### config.mk
export PLATFORM = sky130hd
export DESIGN_NAME = serial_frame_receiver_core
export DESIGN_NICKNAME = d
export VERILOG_FILES = /design/src/rtl/sfr_pkg.sv /design/src/rtl/sfr_parser.sv /design/src/rtl/serial_frame_receiver_core.sv
export SDC_FILE = /design/constraint.sdc
export NUM_CORES = 1
export LEC_CHECK = 0
export ABC_CLOCK_PERIOD_IN_PS = 7340
export BUFFER_PORTS_ARGS = -buffer_cell sky130_fd_sc_hd__buf_4
export CAP_MARGIN = 20
export CORE_ASPECT_RATIO = 0.7
export CORE_MARGIN = 2
export CORE_UTILIZATION = 55
export CTS_BUF_LIST = sky130_fd_sc_hd__clkbuf_4 sky130_fd_sc_hd__clkbuf_8
export CTS_CLUSTER_SIZE = 12
export DETAILED_ROUTE_END_ITERATION = 8
export PLACE_DENSITY_LB_ADDON = 0.12
export SYNTH_ARGS = -nofsm -noshare
export SYNTH_HDL_FRONTEND = slang
export SYNTH_HIERARCHICAL = 1
export SYNTH_SLANG_ARGS = --single-unit
### constraint.sdc
create_clock -name clock -period 7.34 [get_ports clock]
set_input_delay 0.734 -clock clock [delete_from_list [all_inputs] [get_ports clock]]
set_output_delay 0.734 -clock clock [all_outputs]
set_load 0.01 [all_outputs]
### src/rtl/sfr_pkg.sv
`timescale 1ns / 1ps

package sfr_pkg;

   localparam int ByteWidth     = 8;
   localparam int YawWidth      = 16;
   localparam int CsrIndexWidth = 2;

   localparam logic [ByteWidth-1:0] SyncByte    = 8'h55;
   localparam logic [ByteWidth-1:0] ZeroByte    = 8'h00;
   localparam logic [ByteWidth-1:0] EndByte     = 8'hAA;
   localparam logic [ByteWidth-1:0] MinLength   = 8'd9;
   localparam logic [ByteWidth-1:0] FrameBytes  = 8'd8;

   localparam logic [ByteWidth-1:0] YawAddrReset     = 8'd0;
   localparam logic [ByteWidth-1:0] BatteryAddrReset = 8'd1;
   localparam logic [ByteWidth-1:0] StatusAddrReset  = 8'd2;

   typedef enum logic [CsrIndexWidth-1:0] {
      CSR_YAW_ADDR     = 2'd0,
      CSR_BATTERY_ADDR = 2'd1,
      CSR_STATUS_ADDR  = 2'd2,
      CSR_UNUSED       = 2'd3
   } csr_index_type;

   typedef enum logic [1:0] {
      EV_FRAME_OK     = 2'd0,
      EV_CHECKSUM_ERR = 2'd1,
      EV_TRAILER_ERR  = 2'd2,
      EV_BAD_LENGTH   = 2'd3
   } event_type;

   typedef struct packed {
      logic [ByteWidth-1:0] yaw_address;
      logic [ByteWidth-1:0] battery_address;
      logic [ByteWidth-1:0] status_address;
   } cfg_type;

   typedef struct packed {
      event_type            event_code;
      logic [ByteWidth-1:0] frame_type;
      logic [ByteWidth-1:0] frame_address;
      logic [ByteWidth-1:0] frame_length;
      logic [YawWidth-1:0]  yaw_value;
      logic [ByteWidth-1:0] battery_level;
      logic [ByteWidth-1:0] operational_state;
   } result_type;

endpackage

### src/rtl/sfr_parser.sv
`timescale 1ns / 1ps

// Frame parser state and its one-byte step. A step consumes one byte and
// may produce one result word.
module sfr_parser import sfr_pkg::*; (
   input  logic                 clock,
   input  logic                 reset,
   input  logic                 step_valid,
   input  logic [ByteWidth-1:0] step_byte,
   input  cfg_type              cfg,
   output logic                 result_valid,
   output result_type           result
);

   typedef enum logic [8:0] {
      PH_SYNC    = 9'b000000001,
      PH_ZERO    = 9'b000000010,
      PH_LENGTH  = 9'b000000100,
      PH_TYPE    = 9'b000001000,
      PH_ADDRESS = 9'b000010000,
      PH_DATA    = 9'b000100000,
      PH_CHECK   = 9'b001000000,
      PH_TRAIL0  = 9'b010000000,
      PH_TRAIL1  = 9'b100000000
   } phase_type;

   phase_type            phase_ff, phase_in;
   logic [ByteWidth-1:0] length_ff, length_in;
   logic [ByteWidth-1:0] type_ff, type_in;
   logic [ByteWidth-1:0] address_ff, address_in;
   logic [ByteWidth-1:0] index_ff, index_in;
   logic [ByteWidth-1:0] sum_ff, sum_in;
   logic [ByteWidth-1:0] first_ff, first_in;
   logic [ByteWidth-1:0] second_ff, second_in;
   logic [YawWidth-1:0]  yaw_ff, yaw_in;
   logic [ByteWidth-1:0] battery_ff, battery_in;
   logic [ByteWidth-1:0] status_ff, status_in;

   logic [ByteWidth-1:0] index_inc;
   logic [ByteWidth-1:0] check_sum;

   assign index_inc = index_ff + 8'd1;
   assign check_sum = length_ff + type_ff + address_ff + sum_ff;

   always_comb begin
      phase_in     = phase_ff;
      length_in    = length_ff;
      type_in      = type_ff;
      address_in   = address_ff;
      index_in     = index_ff;
      sum_in       = sum_ff;
      first_in     = first_ff;
      second_in    = second_ff;
      yaw_in       = yaw_ff;
      battery_in   = battery_ff;
      status_in    = status_ff;
      result_valid = 1'b0;
      result.event_code    = EV_FRAME_OK;
      result.frame_type    = type_ff;
      result.frame_address = address_ff;
      result.frame_length  = length_ff;

      if (step_valid) begin
         unique case (phase_ff)
            PH_SYNC: begin
               if (step_byte == SyncByte) phase_in = PH_ZERO;
            end
            PH_ZERO: begin
               if (step_byte == ZeroByte) phase_in = PH_LENGTH;
            end
            PH_LENGTH: begin
               if (step_byte < MinLength) begin
                  phase_in             = PH_SYNC;
                  index_in             = '0;
                  address_in           = '0;
                  length_in            = '0;
                  result_valid         = 1'b1;
                  result.event_code    = EV_BAD_LENGTH;
                  result.frame_type    = '0;
                  result.frame_address = '0;
                  result.frame_length  = step_byte;
               end else begin
                  length_in = step_byte;
                  phase_in  = PH_TYPE;
               end
            end
            PH_TYPE: begin
               type_in  = step_byte;
               phase_in = PH_ADDRESS;
            end
            PH_ADDRESS: begin
               address_in = step_byte;
               index_in   = '0;
               sum_in     = '0;
               first_in   = '0;
               second_in  = '0;
               phase_in   = PH_DATA;
            end
            PH_DATA: begin
               if (index_ff == 8'd0) first_in = step_byte;
               else if (index_ff == 8'd1) second_in = step_byte;
               sum_in   = sum_ff + step_byte;
               index_in = index_inc;
               // length is at least 9 here, so the subtract cannot wrap
               if (index_inc >= length_ff - FrameBytes) phase_in = PH_CHECK;
            end
            PH_CHECK: begin
               if (step_byte == ~check_sum) begin
                  phase_in = PH_TRAIL0;
               end else begin
                  phase_in          = PH_SYNC;
                  index_in          = '0;
                  address_in        = '0;
                  length_in         = '0;
                  result_valid      = 1'b1;
                  result.event_code = EV_CHECKSUM_ERR;
               end
            end
            PH_TRAIL0: begin
               if (step_byte == ZeroByte) begin
                  phase_in = PH_TRAIL1;
               end else begin
                  phase_in          = PH_SYNC;
                  index_in          = '0;
                  address_in        = '0;
                  length_in         = '0;
                  result_valid      = 1'b1;
                  result.event_code = EV_TRAILER_ERR;
               end
            end
            PH_TRAIL1: begin
               phase_in     = PH_SYNC;
               result_valid = 1'b1;
               if (step_byte == EndByte) begin
                  // yaw takes priority over battery, battery over status
                  if (address_ff == cfg.yaw_address) yaw_in = {first_ff, second_ff};
                  else if (address_ff == cfg.battery_address) battery_in = first_ff;
                  else if (address_ff == cfg.status_address) status_in = first_ff;
                  result.event_code = EV_FRAME_OK;
               end else begin
                  index_in          = '0;
                  address_in        = '0;
                  length_in         = '0;
                  result.event_code = EV_TRAILER_ERR;
               end
            end
            default: begin
               phase_in = PH_SYNC;
            end
         endcase
      end

      result.yaw_value         = yaw_in;
      result.battery_level     = battery_in;
      result.operational_state = status_in;
   end

   always_ff @(posedge clock) begin
      if (reset) begin
         phase_ff   <= PH_SYNC;
         length_ff  <= '0;
         type_ff    <= '0;
         address_ff <= '0;
         index_ff   <= '0;
         sum_ff     <= '0;
         first_ff   <= '0;
         second_ff  <= '0;
         yaw_ff     <= '0;
         battery_ff <= '0;
         status_ff  <= '0;
      end else begin
         phase_ff   <= phase_in;
         length_ff  <= length_in;
         type_ff    <= type_in;
         address_ff <= address_in;
         index_ff   <= index_in;
         sum_ff     <= sum_in;
         first_ff   <= first_in;
         second_ff  <= second_in;
         yaw_ff     <= yaw_in;
         battery_ff <= battery_in;
         status_ff  <= status_in;
      end
   end

endmodule

### src/rtl/serial_frame_receiver_core.sv
`timescale 1ns / 1ps

// Serial frame receiver: parses 0x55 0x00 len type addr data.. csum 0x00 0xAA
// frames, one received byte per req_ word, and reports each finished,
// failed or rejected frame as one rsp_ word.
// Channels: req_ (valid/ready, one rx byte), rsp_ (valid/ready, event code,
// frame header bytes and the current yaw, battery and state stores) and
// csr_ (valid/ready write of the yaw, battery and status address registers).
// A byte accepted on req_ goes into the input register, is parsed from there,
// and its result word goes through the result register onto rsp_.
// Throughput: one byte per cycle while the result register is free or being
// drained; the parser step updates phase, data count and running 8-bit sum
// between the input register and the result register.
// Reset: parser goes back to hunting for 0x55, stores clear to zero, the
// address registers return to 0, 1 and 2, and both pipeline registers empty.
// Stall: while a result word waits unaccepted the parse step holds; the input
// register still takes one more byte, then req_ready drops. Bytes that make
// no result never wait on rsp_ready once the result register is free.
module serial_frame_receiver_core import sfr_pkg::*; (
   input  logic                     clock,
   input  logic                     reset,
   // received byte stream
   input  logic                     req_valid,
   output logic                     req_ready,
   input  logic [ByteWidth-1:0]     req_rx_byte,
   // frame events
   output logic                     rsp_valid,
   input  logic                     rsp_ready,
   output logic [1:0]               rsp_event_code,
   output logic [ByteWidth-1:0]     rsp_frame_type,
   output logic [ByteWidth-1:0]     rsp_frame_address,
   output logic [ByteWidth-1:0]     rsp_frame_length,
   output logic signed [YawWidth-1:0] rsp_yaw_value,
   output logic [ByteWidth-1:0]     rsp_battery_level,
   output logic [ByteWidth-1:0]     rsp_operational_state,
   // address register writes
   input  logic                     csr_valid,
   output logic                     csr_ready,
   input  logic [CsrIndexWidth-1:0] csr_index,
   input  logic [ByteWidth-1:0]     csr_data
);

   cfg_type              cfg_ff, cfg_in;

   logic                 in_valid_ff, in_valid_in;
   logic [ByteWidth-1:0] in_byte_ff;

   logic                 out_valid_ff, out_valid_in;
   result_type           out_data_ff;

   logic                 advance;
   logic                 step_valid;
   logic                 step_result_valid;
   result_type           step_result;

   // ---- configuration: always ready; to be written only while idle, which the block itself does not enforce
   assign csr_ready = 1'b1;

   always_comb begin
      cfg_in = cfg_ff;
      if (csr_valid) begin
         unique case (csr_index_type'(csr_index))
            CSR_YAW_ADDR:     cfg_in.yaw_address     = csr_data;
            CSR_BATTERY_ADDR: cfg_in.battery_address = csr_data;
            CSR_STATUS_ADDR:  cfg_in.status_address  = csr_data;
            default:          cfg_in = cfg_ff;
         endcase
      end
   end

   always_ff @(posedge clock) begin
      if (reset) begin
         cfg_ff.yaw_address     <= YawAddrReset;
         cfg_ff.battery_address <= BatteryAddrReset;
         cfg_ff.status_address  <= StatusAddrReset;
      end else begin
         cfg_ff <= cfg_in;
      end
   end

   // ---- pipeline control
   // The parse step fires when a byte sits in the input register and the
   // result register is free or being drained this cycle.
   assign advance    = !out_valid_ff || rsp_ready;
   assign step_valid = in_valid_ff && advance;
   assign req_ready  = !in_valid_ff || advance;

   assign in_valid_in  = req_ready ? req_valid : in_valid_ff;
   assign out_valid_in = advance ? step_result_valid : out_valid_ff;

   always_ff @(posedge clock) begin
      if (reset) begin
         in_valid_ff  <= 1'b0;
         out_valid_ff <= 1'b0;
      end else begin
         in_valid_ff  <= in_valid_in;
         out_valid_ff <= out_valid_in;
      end
   end

   // payload registers, no reset needed
   always_ff @(posedge clock) begin
      if (req_ready && req_valid) in_byte_ff <= req_rx_byte;
      if (advance && step_result_valid) out_data_ff <= step_result;
   end

   sfr_parser u_parser (
      .clock        (clock),
      .reset        (reset),
      .step_valid   (step_valid),
      .step_byte    (in_byte_ff),
      .cfg          (cfg_ff),
      .result_valid (step_result_valid),
      .result       (step_result)
   );

   // ---- result word
   assign rsp_valid             = out_valid_ff;
   assign rsp_event_code        = out_data_ff.event_code;
   assign rsp_frame_type        = out_data_ff.frame_type;
   assign rsp_frame_address     = out_data_ff.frame_address;
   assign rsp_frame_length      = out_data_ff.frame_length;
   assign rsp_yaw_value         = signed'(out_data_ff.yaw_value);
   assign rsp_battery_level     = out_data_ff.battery_level;
   assign rsp_operational_state = out_data_ff.operational_state;

endmodule
==> impl_results.md, run 1 <==
- Status: completed
- Synth area leader: dfxtp_1
- Peak supply drop: 113 uV
- CTS tree: yes
- Max clock buf depth: 2
- IO buf count: 82
- Peak Freq: between 200 and 250 MHz
- PostCTS Resize Cnt: 0
- Ports: 84
- Crit path max fanout: 41
- Final WL: 20,700 um
- Number of DRC markers in iteration 0: approximately 400
- Routed len/inst: 18.4 um
- Leakage: 0.00460 uW
- Total track usage: 23.5%
- Worst setup SP type: flip-flop
- Post-synthesis sequential area ratio: 47.8%
- Slew HR: 45.2%
- Synth-to-layout area growth: 12.2%
- Via density per instance: 5.50
- Die W: 159 um
- Hold_sp: req_rx_byte[5]
- Reg2Reg Setup Slack: roughly 2.4 ns
- Antenna Cells: 0
- Mapped cell area: 9310 sq um
- Commonest non-fill, non-tap cell in the layout: dfxtp_1
- Largest net degree at the start of global routing: between 80 and 90
- First-pass GRT wire length: around 33,000 um
- Setup crit start: u_parser/address_ff[1]
- Synth Warn #: 6
- Initial antenna violation count: 0
- Setup crit end kind: flip-flop
- CTS H-tree lvls: 4
- Req. time, crit path: 7.45 ns
- Die Area: 18,000 sq um
- R2R depth: 16
- Hold WC Path Type: input port to flip-flop
- Via count: 6,190
- Worst path cell trace: fa_1, inv_1, fa_1, inv_1, ha_1, inv_1, fa_1, nand2b_1, a21oi_1, a31oi_1, xnor2_1, and3_1, nand2b_1, a21oi_1, and2_2, buf_4
- Final GP Congestion: approximately 0.9
- Drt first pass iters: 5
- Post-synth EDFFs: 66
- Worst-path clk slew: 0.10 ns
- Post-DRT Antenna Nets: 0
- CTS hold repair buffers: 0
- Hold slack final: 0.430 ns
- Syn Inst Count: 829
- Worst r2r src: u_parser/address_ff[1]
- Total gr overflow: 0
- Clk_lat worst skew: 0.47 ns
- Core Region: 16,400 sq um
- DR DRC count: 0
- Vias in the first global route: 6,126
- Row cnt: 39
- Sinks on Clock Net: 189
- Final max-slew violation count: 0
- Die H: 113 um
- Worst path max stage delay: between 0.5 and 0.6 ns
- Root Buffer Master: clkbuf_8
- Placed cell areas: roughly 10000 sq um
- Leading post-synthesis cells by cell area: dfxtp_1, edfxtp_1, mux2i_1
- Share of layout cells above drive strength 1: 20.0%
- Most frequent cells in the layout: dfxtp_1, buf_4, mux2i_1
- Final hold violations: 0
- Fin Setup TNS: 0 ns
- Synth Register Bits: approximately 190
- Worst-Margin Slew: roughly 0.82 ns
- Pwr Total: 1960 uW
- Synth cell types: 70
- Min cycle time layout: 4.97 ns
- Num CTS Buffers: 17
- Ys flop type: dfxtp_1
- Avg Inst Size Synth: 11.2 sq um
- Starting Density: 56.6%
- Fill cells: 1,315
- Final Core Density: 63.5%
- Syn_nets: 893
- Total of max-cap violations: 0
- Final setup vio count: 0
- Critical-path cell with the highest stage delay: buf_4
- Worst hold path cell count: 1
- Dpl hpwl: between 10,000 and 15,000 um
- Post-layout nets: 951
- Number of setup buffers added after CTS: 0
- RSZ-0062 raised after global routing: no
- Synth top area share: about a quarter
- Ys async rst share: 0%
- Fin crit share: 67.7%
- Crit path DAT: 5.08 ns
- Final instance area: 10,400 sq um
- WS Path Type: flip-flop to flip-flop
- Pwr per Cell Area: 187 nW/um^2
- Clock Skews: 0.0159 ns
==> metal layers <==
layer | vias to the layer above | global-route usage [%] | wire, um
met2 | 168 | 36.4 | 9420
li1 | 2950 | - | -
met1 | 3046 | 32.7 | 9700
met5 | - | 0 | 0
met3 | 26 | 6.23 | 1290
met4 | 0 | 7.09 | 302
==> kinds of logic (layout without fill, tap and decap cells) <==
family,after synthesis,in the layout,share of synthesized area [%]
compound gates,66,66,5.27
xor+xnor,60,60,5.65
fa+ha+maj,41,41,6.72
buf+inv,73,144,3.63
flops,189,189,47.8
mux,113,113,13.0
other cells,1,1,0.0403
simple gates,286,286,18.0
==> synth_stat cells (9+ instances only) <==
master,n
dfxtp_1,123
mux2i_1,76
edfxtp_1,66
nand2b_1,61
nor2_1,58
xor2_1,41
nand2_1,35
and2_1,29
mux2_2,29
ha_1,26
inv_1,26
clkbuf_1,22
nor2b_1,20
xnor2_1,19
and2b_1,18
a21oi_1,17
fa_1,15
buf_2,14
nor3_1,10
nor4_1,9
==> final cells by class <==
type	count	area, sq um	area share [%]
Inverter	27	101	0.970
Multi-Input combinational cell	567	4530	43.3
Timing Repair Buffer	85	638	6.11
Tap cell	225	282	2.70
Clock buffer	18	248	2.37
Clock inverter	14	206	1.98
Sequential cell	189	4440	42.5
==> per-stage QoR <==
stage / cells / setup WS (ns)
floorplan: 829 / 2.41
global placement: 1093 / 2.67
detailed placement: 1093 / 2.43
CTS: 1125 / 2.41
global route: 1125 / 2.15
finish: 1125 / 2.37
==> worst max-delay path, delay by kind of cell, from the launching register on <==
kind | cells | cell delay, ns
and+or+nand+nor | 4 | 1.04
adders and majority gates | 4 | 1.47
AOI/OAI and AO/OA | 3 | 0.63
DFF | 1 | 0.51
xor gates and xnor gates | 1 | 0.18
buffers and inverters | 4 | 0.74
==> power by group <==
group,leakage [uW],internal (uW),switching (uW)
logic,0.00268,32.1,38.0
clock network,0.000224,388,395
registers,0.00170,1080,18.8
total,0.00460,1510,452
==> state kept, by name, indices dropped and copies added (netlist names), 9 cells and up <==
signal	cells
rsp_yaw_value	16
u_parser/yaw_ff	16
cfg_ff	24
u_parser/phase_ff	9
==> path summary, 6_finish.rpt <==
check                       to
max          rsp_event_code[0]
min              in_byte_ff[5]
max reg2reg  rsp_event_code[0]
min reg2reg          cfg_ff[5]
Power figures use the tool's default switching activity.
==> run 2: changes to the inputs <==
--- a/config.mk
+++ b/config.mk
@@ -5,7 +5,7 @@
 export SDC_FILE = /design/constraint.sdc
 export NUM_CORES = 1
 export LEC_CHECK = 0
-export ABC_CLOCK_PERIOD_IN_PS = 7340
+export ABC_CLOCK_PERIOD_IN_PS = 5000
 export BUFFER_PORTS_ARGS = -buffer_cell sky130_fd_sc_hd__buf_4
 export CAP_MARGIN = 20
 export CORE_ASPECT_RATIO = 0.7
==> constraint.sdc (replaced) <==
create_clock -name clock -period 5 [get_ports clock]
set_input_delay 0.5 -clock clock [delete_from_list [all_inputs] [get_ports clock]]
set_output_delay 0.5 -clock clock [all_outputs]
set_load 0.01 [all_outputs]
==> impl_results.md, run 2 (synthesized netlist as in run 1, its figures left out) <==
- Post-layout nets: 953 (+0.21%)
- Fin Setup TNS: 0 ns (unchanged)
- Reg area: 4440 sq um (unchanged)
- Fin crit share: 87.0% (+19 points)
- Largest Register: cfg_ff
- Number of setup buffers added after CTS: 0 (unchanged)
- Placed cell areas: 10,000 sq um (+0.28%)
- Fill cells: 1,321 (+0.46%)
- Peak supply drop: 165 uV (+46%)
- Worst hold path cell count: 1 (unchanged)
- Synth-to-layout area growth: 11.3%
- Worst path max stage delay: 0.51 ns (-0.03 ns)
- Row cnt: 39 (unchanged)
- Hold_sp: req_rx_byte[5]
- Reg2Reg Setup Slack: 0.65 ns (-1.72 ns)
- Worst-Margin Slew: 0.771 ns (-0.0517 ns)
- Total gr overflow: 0 (unchanged)
- First-pass GRT wire length: 33,000 um (+0.89%)
- PostCTS Resize Cnt: 0 (unchanged)
- Final setup vio count: 0 (unchanged)
- Drt first pass iters: 5 (unchanged)
- Commonest non-fill, non-tap cell in the layout: dfxtp_1
- Die Area: 18,000 sq um (unchanged)
- WS Path Type: flip-flop to flip-flop
- Ports: 84 (unchanged)
- Via count: 6,296 (+1.7%)
- Leakage: 0.00461 uW (+0.21%)
- RSZ-0062 raised after global routing: no
- Final instance area: 10,400 sq um (-0.87%)
- Post-DRT Antenna Nets: 0 (unchanged)
- Largest register FFs: 24 (unchanged)
- Worst setup SP type: flip-flop
- Die H: 113 um (unchanged)
- R2R depth: 16 (unchanged)
- Status: completed
- Dpl hpwl: 14,600 um (-0.87%)
- DR DRC count: 0 (unchanged)
- Min cycle time layout: 4.35 ns (-0.616 ns)
- Worst r2r src: u_parser/address_ff[1]
- Die W: 159 um (unchanged)
- Crit path max fanout: 46 (+12%)
- Worst-path clk slew: 0.10 ns (about the same)
- Peak Freq: 230 MHz (+14%)
- CTS H-tree lvls: 4 (unchanged)
- Reg2reg end: rsp_yaw_value[4]
- Hold WC Path Type: input port to flip-flop
- Most frequent cells in the layout: dfxtp_1, buf_4, mux2i_1
- Via density per instance: 5.59 (+1.5%)
- Antenna Cells: 0 (unchanged)
- Final max-slew violation count: 0 (unchanged)
- IO buf count: 82 (unchanged)
- Critical-path cell with the highest stage delay: dfxtp_1
- Share of layout cells above drive strength 1: 20.1% (+0.067 points)
- Area of the multi-input gates: 4530 sq um (unchanged)
- Setup crit start: u_parser/address_ff[1]
- Total track usage: 23.4% (-0.12 points)
- Initial antenna violation count: 0 (unchanged)
- Total of max-cap violations: 0 (unchanged)
- Worst path cell trace: fa_1, inv_1, fa_1, inv_1, ha_1, inv_1, fa_1, nand2b_1, a21oi_1, xnor2_1, nor3_1, and3_1, nand2b_1, a21oi_1, and2_2, buf_12
- CTS tree: yes
- Final GP Congestion: 0.911 (+2.9%)
- Num CTS Buffers: 17 (unchanged)
- Largest net degree at the start of global routing: 77 (-9.4%)
- Final WL: 20,700 um (-0.16%)
- Hold EP: in_byte_ff[5]
- Max clock buf depth: 2 (unchanged)
- Starting Density: 56.6% (unchanged)
- Core Region: 16,400 sq um (unchanged)
- Sinks on Clock Net: 189 (unchanged)
- Setup crit end kind: flip-flop
- Root Buffer Master: clkbuf_8
- Clk_lat worst skew: 0.47 ns (about the same)
- CTS hold repair buffers: 0 (unchanged)
- Routed len/inst: 18.4 um (-0.34%)
- Pwr per Cell Area: 254 nW/um^2 (+35%)
- Final hold violations: 0 (unchanged)
- Slew HR: 48.6% (+3.4 points)
- Clock Skews: 0.0153 ns (-0.000654 ns)
- Req. time, crit path: 5.20 ns (-2.25 ns)
- Vias in the first global route: 6,219 (+1.5%)
- Number of DRC markers in iteration 0: 497 (+25%)
- Crit path DAT: 4.55 ns (-0.53 ns)
## run 2: cell types whose count changed in the layout (fill, tap and decap cells not counted), sizes merged
cell	before	now
buf	85	87
bufinv	4	0
clkinv	3	10
clkinvlp	2	0
inv	32	31
## run 2: stage by stage
step / std cells / power (uW) / hold WS (ns) / setup slack (ns) / utilization, %
after detailed placement: 1095 / 1760 / 0.480 / 0.682 / 60.9
after global placement: 1095 / 1750 / 0.471 / 0.889 / 60.9
after global routing: 1127 / 2720 / 0.170 / 0.403 / 63.0
final: 1127 / 2630 / 0.199 / 0.648 / 63.0
after floorplan: 829 / 1720 / 0.454 / 0.0711 / -
after CTS: 1127 / 2640 / 0.180 / 0.673 / 63.0
## run 2: report_power, final
part	internal, uW	total (uW)	switching (uW)
logic	47.2	103	55.8
registers	1590	1620	27.7
clock network	350	904	554
## run 2: metal layers
metal,up-vias,track usage [%],wire length (um)
met4,0,6.36,268
met5,-,0,0
li1,2954,-,-
met3,31,4.62,1420
met2,218,35.7,9130
met1,3093,34.3,9870
## run 2: final cells by class
| class | instances | share of cell area [%] |
|---|---|---|
| inverters | 27 | 0.979 |
| clock inverters | 14 | 0.906 |
| repair buffers | 87 | 6.43 |
| flip-flops and latches | 189 | 42.9 |
| clock buffers | 18 | 2.33 |
| well taps | 225 | 2.72 |
| multi-input cells | 567 | 43.7 |
## run 2: how the worst max path moves through the flow
stage,cells after the start,end
2_1_floorplan,15,rsp_battery_level[0]
3_3_place_gp,16,rsp_yaw_value[4]
3_5_place_dp,16,rsp_yaw_value[9]
4_1_cts,16,rsp_yaw_value[7]
5_1_grt,16,rsp_yaw_value[7]
6_report,16,rsp_yaw_value[4]
## run 2: critical path: cells and delay by family (launching register included)
family | cells | cell delay (ns)
adder cells (fa/ha/maj) | 4 | 1.49
AND/OR/NAND/NOR | 5 | 1.22
flip-flops | 1 | 0.51
buffers and inverters | 4 | 0.41
AO/OA/AOI/OAI | 2 | 0.32
XOR/XNOR | 1 | 0.11
